`config.mk`:
```
export PLATFORM = sky130hd
export DESIGN_NAME = vt100_key_sequence_encoder
export DESIGN_NICKNAME = d
export VERILOG_FILES = /design/src/rtl/core/vkse_pkg.sv /design/src/rtl/core/vkse_classify.sv /design/src/rtl/core/vkse_seq_queue.sv /design/src/rtl/core/vkse_serialiser.sv /design/src/rtl/core/vt100_key_sequence_encoder.sv
export SDC_FILE = /design/constraint.sdc
export NUM_CORES = 1
export LEC_CHECK = 0
export BUFFER_PORTS_ARGS = -buffer_cell sky130_fd_sc_hd__buf_2
export CORE_ASPECT_RATIO = 1.75
export CORE_MARGIN = 2
export CORE_UTILIZATION = 40
export DETAILED_ROUTE_END_ITERATION = 8
export GPL_TIMING_DRIVEN = 0
export MAX_ROUTING_LAYER = met4
export PLACE_DENSITY = 0.61
export SYNTH_ARGS = -nofsm -noshare
export SYNTH_HDL_FRONTEND = slang
export SYNTH_SLANG_ARGS = --single-unit
export TNS_END_PERCENT = 5
```
`constraint.sdc`:
```
create_clock -name clk_i -period 6.75 [get_ports clk_i]
set_input_delay 0 -clock clk_i [delete_from_list [all_inputs] [get_ports clk_i]]
set_output_delay 0 -clock clk_i [all_outputs]
set_load 0.01 [all_outputs]
```
`src/rtl/core/vkse_pkg.sv`:
```
// vkse_pkg: shared types and constants for the VT100 key sequence encoder.
// No dependencies.
package vkse_pkg;

  localparam int unsigned ByteW  = 8;
  localparam int unsigned LenW   = 2;   // sequence length 0..3
  localparam int unsigned QDepth = 2;   // sequence queue entries
  localparam int unsigned QPtrW  = (QDepth > 1) ? $clog2(QDepth) : 1;
  localparam int unsigned QCntW  = $clog2(QDepth + 1);

  localparam logic [ByteW-1:0] ChEsc    = 8'd27;
  localparam logic [ByteW-1:0] ChEnq    = 8'd5;
  localparam logic [ByteW-1:0] ChBs     = 8'd8;
  localparam logic [ByteW-1:0] ChTab    = 8'd9;
  localparam logic [ByteW-1:0] ChLf     = 8'd10;
  localparam logic [ByteW-1:0] ChCr     = 8'd13;
  localparam logic [ByteW-1:0] ChCtlMsk = 8'h1F;
  localparam logic [ByteW-1:0] PrintLo  = 8'd32;
  localparam logic [ByteW-1:0] PrintHi  = 8'd126;
  localparam logic [ByteW-1:0] CaseBit  = 8'h20;

  // One encoded key: up to three host bytes, first byte in b0.
  typedef struct packed {
    logic [LenW-1:0]  len;
    logic [ByteW-1:0] b0;
    logic [ByteW-1:0] b1;
    logic [ByteW-1:0] b2;
  } seq_t;

endpackage

```
`src/rtl/core/vkse_classify.sv`:
```
// vkse_classify: front end, maps one key event to a host byte sequence.
// Depends on vkse_pkg.
module vkse_classify import vkse_pkg::*; (
  input  logic [ByteW-1:0] key_code_i,
  input  logic             ctrl_held_i,
  input  logic             alt_held_i,
  input  logic             fn_held_i,
  input  logic             fn2_held_i,
  input  logic             app_cursor_mode_i,
  input  logic             newline_mode_i,
  output seq_t             seq_o
);

  logic [ByteW-1:0] lk;
  logic             printable;
  logic             is_upper;
  logic [ByteW-1:0] f2_code, f1_code;
  logic             f2_hit, f1_hit;

  assign is_upper  = (key_code_i >= "A") && (key_code_i <= "Z");
  assign lk        = is_upper ? (key_code_i | CaseBit) : key_code_i;
  assign printable = (key_code_i >= PrintLo) && (key_code_i <= PrintHi);

  // function key finals
  always_comb begin
    f2_hit  = 1'b1;
    f2_code = "P";
    case (lk)
      "q":     f2_code = "P";
      "w":     f2_code = "Q";
      "a":     f2_code = "R";
      "s":     f2_code = "S";
      default: f2_hit  = 1'b0;
    endcase
  end

  // arrow finals
  always_comb begin
    f1_hit  = 1'b1;
    f1_code = "A";
    case (lk)
      "w":     f1_code = "A";
      "s":     f1_code = "B";
      "a":     f1_code = "D";
      "d":     f1_code = "C";
      default: f1_hit  = 1'b0;
    endcase
  end

  // rules in priority order
  always_comb begin
    seq_o = '0;
    if (fn2_held_i && f2_hit) begin
      seq_o.len = 2'd3;
      seq_o.b0  = ChEsc;
      seq_o.b1  = "O";
      seq_o.b2  = f2_code;
    end else if (fn_held_i && f1_hit) begin
      seq_o.len = 2'd3;
      seq_o.b0  = ChEsc;
      seq_o.b1  = app_cursor_mode_i ? "O" : "[";
      seq_o.b2  = f1_code;
    end else if (ctrl_held_i && printable) begin
      seq_o.len = 2'd1;
      seq_o.b0  = key_code_i & ChCtlMsk;
    end else if (alt_held_i) begin
      seq_o.len = 2'd2;
      seq_o.b0  = ChEsc;
      seq_o.b1  = key_code_i;
    end else if (key_code_i == ChLf || key_code_i == ChCr) begin
      seq_o.len = newline_mode_i ? 2'd2 : 2'd1;
      seq_o.b0  = ChCr;
      seq_o.b1  = ChLf;
    end else if (key_code_i == ChBs || key_code_i == ChTab) begin
      seq_o.len = 2'd1;
      seq_o.b0  = key_code_i;
    end else if (key_code_i == ChEsc || key_code_i == ChEnq) begin
      seq_o.len = 2'd1;
      seq_o.b0  = ChEsc;
    end else if (printable) begin
      seq_o.len = 2'd1;
      seq_o.b0  = key_code_i;
    end
  end

endmodule

```
`src/rtl/core/vkse_seq_queue.sv`:
```
// vkse_seq_queue: short queue of encoded sequences between front and back end.
// Depends on vkse_pkg.
module vkse_seq_queue import vkse_pkg::*; (
  input  logic clk_i,
  input  logic rst_ni,
  input  logic wr_i,
  input  seq_t wr_data_i,
  input  logic rd_i,
  output seq_t rd_data_o,
  output logic full_o,
  output logic empty_o
);

  seq_t             mem_q [QDepth];
  logic [QPtrW-1:0] wr_ptr_q, wr_ptr_d;
  logic [QPtrW-1:0] rd_ptr_q, rd_ptr_d;
  logic [QCntW-1:0] cnt_q, cnt_d;
  logic             do_wr, do_rd;

  assign full_o    = (cnt_q == QCntW'(QDepth));
  assign empty_o   = (cnt_q == '0);
  assign do_wr     = wr_i && !full_o;
  assign do_rd     = rd_i && !empty_o;
  assign rd_data_o = mem_q[rd_ptr_q];

  always_comb begin
    wr_ptr_d = wr_ptr_q;
    rd_ptr_d = rd_ptr_q;
    cnt_d    = cnt_q;
    if (do_wr) begin
      wr_ptr_d = (wr_ptr_q == QPtrW'(QDepth - 1)) ? '0 : wr_ptr_q + 1'b1;
    end
    if (do_rd) begin
      rd_ptr_d = (rd_ptr_q == QPtrW'(QDepth - 1)) ? '0 : rd_ptr_q + 1'b1;
    end
    if (do_wr && !do_rd) begin
      cnt_d = cnt_q + 1'b1;
    end else if (do_rd && !do_wr) begin
      cnt_d = cnt_q - 1'b1;
    end
  end

  always_ff @(posedge clk_i or negedge rst_ni) begin
    if (!rst_ni) begin
      wr_ptr_q <= '0;
      rd_ptr_q <= '0;
      cnt_q    <= '0;
    end else begin
      wr_ptr_q <= wr_ptr_d;
      rd_ptr_q <= rd_ptr_d;
      cnt_q    <= cnt_d;
    end
  end

  always_ff @(posedge clk_i) begin
    if (do_wr) begin
      mem_q[wr_ptr_q] <= wr_data_i;
    end
  end

endmodule

```
`src/rtl/core/vkse_serialiser.sv`:
```
// vkse_serialiser: back end, sends one sequence a byte at a time.
// Depends on vkse_pkg.
module vkse_serialiser import vkse_pkg::*; (
  input  logic             clk_i,
  input  logic             rst_ni,
  input  seq_t             q_data_i,
  input  logic             q_empty_i,
  output logic             q_rd_o,
  input  logic             pop,
  output logic             empty,
  output logic [ByteW-1:0] out_byte_o,
  output logic             last_byte_o
);

  seq_t            cur_q;
  logic [LenW-1:0] idx_q, idx_d;
  logic            valid_q, valid_d;
  logic            take, advance;

  assign empty       = !valid_q;
  assign last_byte_o = (idx_q == cur_q.len - 1'b1);
  assign take        = valid_q && pop;
  assign advance     = take && !last_byte_o;
  // refill when idle or when the final byte leaves
  assign q_rd_o      = !q_empty_i && (!valid_q || (take && last_byte_o));

  always_comb begin
    case (idx_q)
      2'd0:    out_byte_o = cur_q.b0;
      2'd1:    out_byte_o = cur_q.b1;
      default: out_byte_o = cur_q.b2;
    endcase
  end

  always_comb begin
    idx_d   = idx_q;
    valid_d = valid_q;
    if (q_rd_o) begin
      idx_d   = '0;
      valid_d = 1'b1;
    end else if (advance) begin
      idx_d = idx_q + 1'b1;
    end else if (take) begin
      valid_d = 1'b0;
    end
  end

  always_ff @(posedge clk_i or negedge rst_ni) begin
    if (!rst_ni) begin
      idx_q   <= '0;
      valid_q <= 1'b0;
    end else begin
      idx_q   <= idx_d;
      valid_q <= valid_d;
    end
  end

  always_ff @(posedge clk_i) begin
    if (q_rd_o) begin
      cur_q <= q_data_i;
    end
  end

endmodule

```
`src/rtl/core/vt100_key_sequence_encoder.sv`:
```
// vt100_key_sequence_encoder: top level, key event in, host bytes out.
// Depends on vkse_pkg, vkse_classify, vkse_seq_queue, vkse_serialiser.
//
// Takes one key event per transaction (key byte, ctrl/alt/fn/fn2 modifiers,
// cursor and newline modes) and delivers the one to three host bytes it
// produces, one byte per result transaction, with last_byte_o marking the
// final byte. Events that produce nothing are swallowed without a result.
// An event is classified in the cycle it is pushed and lands in a two-entry
// sequence queue; the back end then streams one byte per cycle from a held
// output register whenever pop is asserted, so the sustained rate is set by
// the byte-wide result port, and the next sequence is loaded as the final
// byte of the current one is taken. push stays open whilst the queue has
// room, even while a byte is waiting to be popped.
module vt100_key_sequence_encoder import vkse_pkg::*; (
  input  logic             clk_i,
  input  logic             rst_ni,
  // event side
  input  logic             push,
  output logic             full,
  input  logic [ByteW-1:0] key_code_i,
  input  logic             ctrl_held_i,
  input  logic             alt_held_i,
  input  logic             fn_held_i,
  input  logic             fn2_held_i,
  input  logic             app_cursor_mode_i,
  input  logic             newline_mode_i,
  // byte side
  output logic             empty,
  input  logic             pop,
  output logic [ByteW-1:0] out_byte_o,
  output logic             last_byte_o
);

  seq_t front_seq;
  seq_t q_seq;
  logic q_wr, q_rd, q_empty;

  vkse_classify u_classify (
    .key_code_i        (key_code_i),
    .ctrl_held_i       (ctrl_held_i),
    .alt_held_i        (alt_held_i),
    .fn_held_i         (fn_held_i),
    .fn2_held_i        (fn2_held_i),
    .app_cursor_mode_i (app_cursor_mode_i),
    .newline_mode_i    (newline_mode_i),
    .seq_o             (front_seq)
  );

  // empty sequences never enter the queue
  assign q_wr = push && (front_seq.len != '0);

  vkse_seq_queue u_queue (
    .clk_i     (clk_i),
    .rst_ni    (rst_ni),
    .wr_i      (q_wr),
    .wr_data_i (front_seq),
    .rd_i      (q_rd),
    .rd_data_o (q_seq),
    .full_o    (full),
    .empty_o   (q_empty)
  );

  vkse_serialiser u_serialiser (
    .clk_i       (clk_i),
    .rst_ni      (rst_ni),
    .q_data_i    (q_seq),
    .q_empty_i   (q_empty),
    .q_rd_o      (q_rd),
    .pop         (pop),
    .empty       (empty),
    .out_byte_o  (out_byte_o),
    .last_byte_o (last_byte_o)
  );

  // A non-final byte taken means more of the same sequence follows at once.
  a_seq_continues: assert property (@(posedge clk_i) disable iff (!rst_ni)
    (pop && !empty && !last_byte_o) |=> !empty)
    else $error("sequence broke off before its final byte");

  // The back end only refills when the current byte register is free.
  a_refill_safe: assert property (@(posedge clk_i) disable iff (!rst_ni)
    q_rd |-> (empty || (pop && last_byte_o)))
    else $error("sequence loaded over an unfinished one");

  // A queued sequence is picked up whenever the output side is idle.
  a_no_stall: assert property (@(posedge clk_i) disable iff (!rst_ni)
    (empty && !q_empty) |=> !empty)
    else $error("back end idle with a sequence waiting");

endmodule
```
==> key figures <==
Synth
  • Post-Syn Area: about 3500 um2
  • Post-synth ARST share: 0.09211
  • Dominant synthesized flop cell: edfxtp_1
  • Top cells by area, synth: edfxtp_1 (60%), mux2_2 (7.5%), dfrtp_1 (5.0%)
  • Syn Inst Count: 249
  • Mapped Avg Cell Area: 13.96 um2
  • Synth cell types: 56
  • Register area share after synthesis: 0.6465
  • Ys Warns: 0
  • Cell taking the most area after synthesis: edfxtp_1
  • Synthesized flop and latch total: 76
  • EDFF count, synth: 69
  • Post-synth top area share: 0.5961

Finish
  • Finished Layout Cells: 414
  • Most frequent cells in the layout: edfxtp_1 (69), buf_2 (31), nand2_1 (24)
  • Share of cells above drive strength 1: 0.2761
  • Ant. Diodes: 0
  • Area growth syn-to-layout: 19.44%
  • Fin nets: about 310
  • Commonest non-fill, non-tap cell in the layout: edfxtp_1
  • # fillers: 788

Timing
  • Max Clk Rate: about 0.36 GHz
  • Worst hold slack: 0.03661 ns
  • Setup TNS: 0 ns
  • Slew Limit Fails: 0
  • Period minus WS final: 2.765 ns
  • Unrepaired setup endpoints after global routing: no
  • Final Hold Vio Count: 0
  • Final worst-path cycle share: 0.4096
  • Worst Tran Pin Value: 1.126 ns
  • Clk_skew: 0.004836 ns
  • Relative slew slack: 0.2495
  • Final setup violation count: 0

Route
  • Vias/cell: 5.072
  • DRC: 0
  • Initial DRC count: 87
  • Vias: 2100
  • Average wire per standard cell: 15.79 um
  • Final ANT Viol Nets: 0
  • Initial DRT Pass Iterations: 4
  • DRT Wirelength: around 6500 um

GRT
  • First-pass GRT wire length: 10440 um
  • Antenna violations before repair: 0
  • Met3 GRT Util: 0.04101
  • Gr usage total: 0.1549
  • Met2 usage: 0.2566
  • Pin count of the biggest net entering global routing: 26
  • Vias in the first global route: approximately 2100
  • GR peak layer: met2
  • Routing usage on met1: 0.1646
  • Grt ovf: 0

Clocking
  • Setup Buffers After CTS: 0
  • CTS root buffer: clkbuf_16
  • Hold buffer count at CTS: 1
  • Clock Path Buffers: 2
  • Post-CTS Resized: 0
  • CTS tree: done
  • Worst skew pair latency: 0.33 ns
  • Number of CTS-inserted buffers: 9
  • Clk pin slew, worst setup/hold paths: 0.06 ns
  • Clock sink count: between 70 and 80
  • H-tree depth: 3

Power
  • Total Power: 1.699 mW
  • Power Dens Cells: 409.4 nW/um2
  • Leakage power: 1.613 nW
  • Peak VDD IR: around 0.2 mV

Worst setup path
  • Reg2reg start: u_serialiser.idx_q[1]
  • Worst Path Class, Setup: register to register
  • Crit path launch type: register
  • Worst-path fanout max: 25
  • Reg-to-reg slack, setup: 3.99 ns
  • CP Capture Type: register
  • CP required: 6.99 ns
  • Crit path DAT: 3.01 ns
  • Worst setup startpoint: u_serialiser.idx_q[1]

Floorplanning
  • Die H: 127.3 um
  • Rows: 45
  • Core area: approximately 8600 um2
  • IO Pins: 29
  • Starting density of the core: 0.4061
  • Die outline area: 9481 um2
  • Die width: 74.47 um

Placement
  • GPL Wtd Cong: 0.8103
  • Port buffer count: 28
  • DP HPWL: 4570 um
  • Dpl cells: ~400

Hold path
  • Hold Crit Class: input port to asynchronous set/reset pin

Outcome
  • Status: completed

Flow run
  • Max Cap Violations: 0
[cell usage after synthesis (3+ instances only)]
library cell	number
and3_1	4
nor4b_1	3
dfrtp_1	7
mux2i_1	3
clkbuf_1	6
mux2_2	23
nor2_1	15
inv_1	6
nor3_1	3
buf_2	3
a21o_1	6
xnor2_1	3
xor2_1	3
o21ai_0	3
a22oi_1	5
nand2_1	24
ha_1	3
o21bai_1	3
and2_1	3
a21boi_1	3
nand2b_1	4
a22o_1	4
edfxtp_1	69
a21oi_1	5
[metal layers]
metal / up-vias / part of all wire
li1: 1029 / -
met1: 1000 / 0.39
met2: 58 / 0.55
met3: 13 / 0.034
met4: 0 / 0.026
met5: - / 0
[cell type report]
cell class                      instances  area (um2)  area share
Sequential cell                        76        2247      0.5413
Multi-Input combinational cell        157        1170      0.2818
Timing Repair Buffer                   31       172.7     0.04159
Inverter                                7       26.28    0.006329
Clock inverter                          7       115.1     0.02773
Buffer                                 10       48.80     0.01175
Clock buffer                            9       225.2     0.05425
Tap cell                              117       146.4     0.03526
[kinds of logic (layout without fill, tap and decap cells)]
| logic type | after synthesis | in the layout | synth area share |
|---|---|---|---|
| other | 1 | 2 | 0.001079 |
| buffers and inverters | 17 | 64 | 0.02159 |
| AOI/OAI and AO/OA | 48 | 48 | 0.1094 |
| xor gates and xnor gates | 6 | 6 | 0.01512 |
| adders and majority gates | 3 | 3 | 0.01080 |
| muxes | 26 | 26 | 0.08315 |
| and+or+nand+nor | 72 | 72 | 0.1123 |
| DFF | 76 | 76 | 0.6465 |
[sequential cells by signal, summed over array words and instances (netlist names)]
signal                flops
u_queue.mem_q            46
u_queue.rd_ptr_q          1
u_serialiser.valid_q      1
u_serialiser.idx_q        2
u_serialiser.cur_q       23
u_queue.cnt_q             2
u_queue.wr_ptr_q          1
[power by group]
part           leakage (nW)  internal (mW)  total, mW  switching, mW
clock                 0.165          0.359      0.533          0.174
combinational         0.724          0.193      0.460          0.267
sequential            0.724          0.665      0.706         0.0415
total                  1.61           1.22       1.70          0.483
[per-stage QoR]
| stage | worst slack [ns] | area [um2] | util |
|---|---|---|---|
| floorplan | 3.851 | 3480 | - |
| global placement | 2.657 | 3766 | 0.4401 |
| detailed placement | 3.669 | 3794 | 0.4433 |
| CTS | 3.564 | 4144 | 0.4842 |
| global route | 3.703 | 4151 | 0.4851 |
| finish | 3.985 | 4151 | 0.4851 |
[critical path, stage by stage, from the launching register on]
cell,delay [ns]
dfrtp_1,0.40
xnor2_1,0.23
mux2i_1,0.45
nand2_1,0.18
a21oi_4,0.67
inv_1,0.10
ha_1,0.36
nor2_1,0.14
xnor2_1,0.14
[final timing paths]
kind / endpoint / cells past startpoint
hold reg to reg: u_queue.wr_ptr_q / 1
min in group clk_i: u_queue.mem_q[1][14] / 2
hold / removal: u_queue.wr_ptr_q / 2
setup reg to reg: u_queue.cnt_q[1] / 8
max in group asynchronous: u_queue.rd_ptr_q / 2
setup / recovery: u_queue.cnt_q[1] / 8
Note: power is estimated with default switching activity, not from simulation.
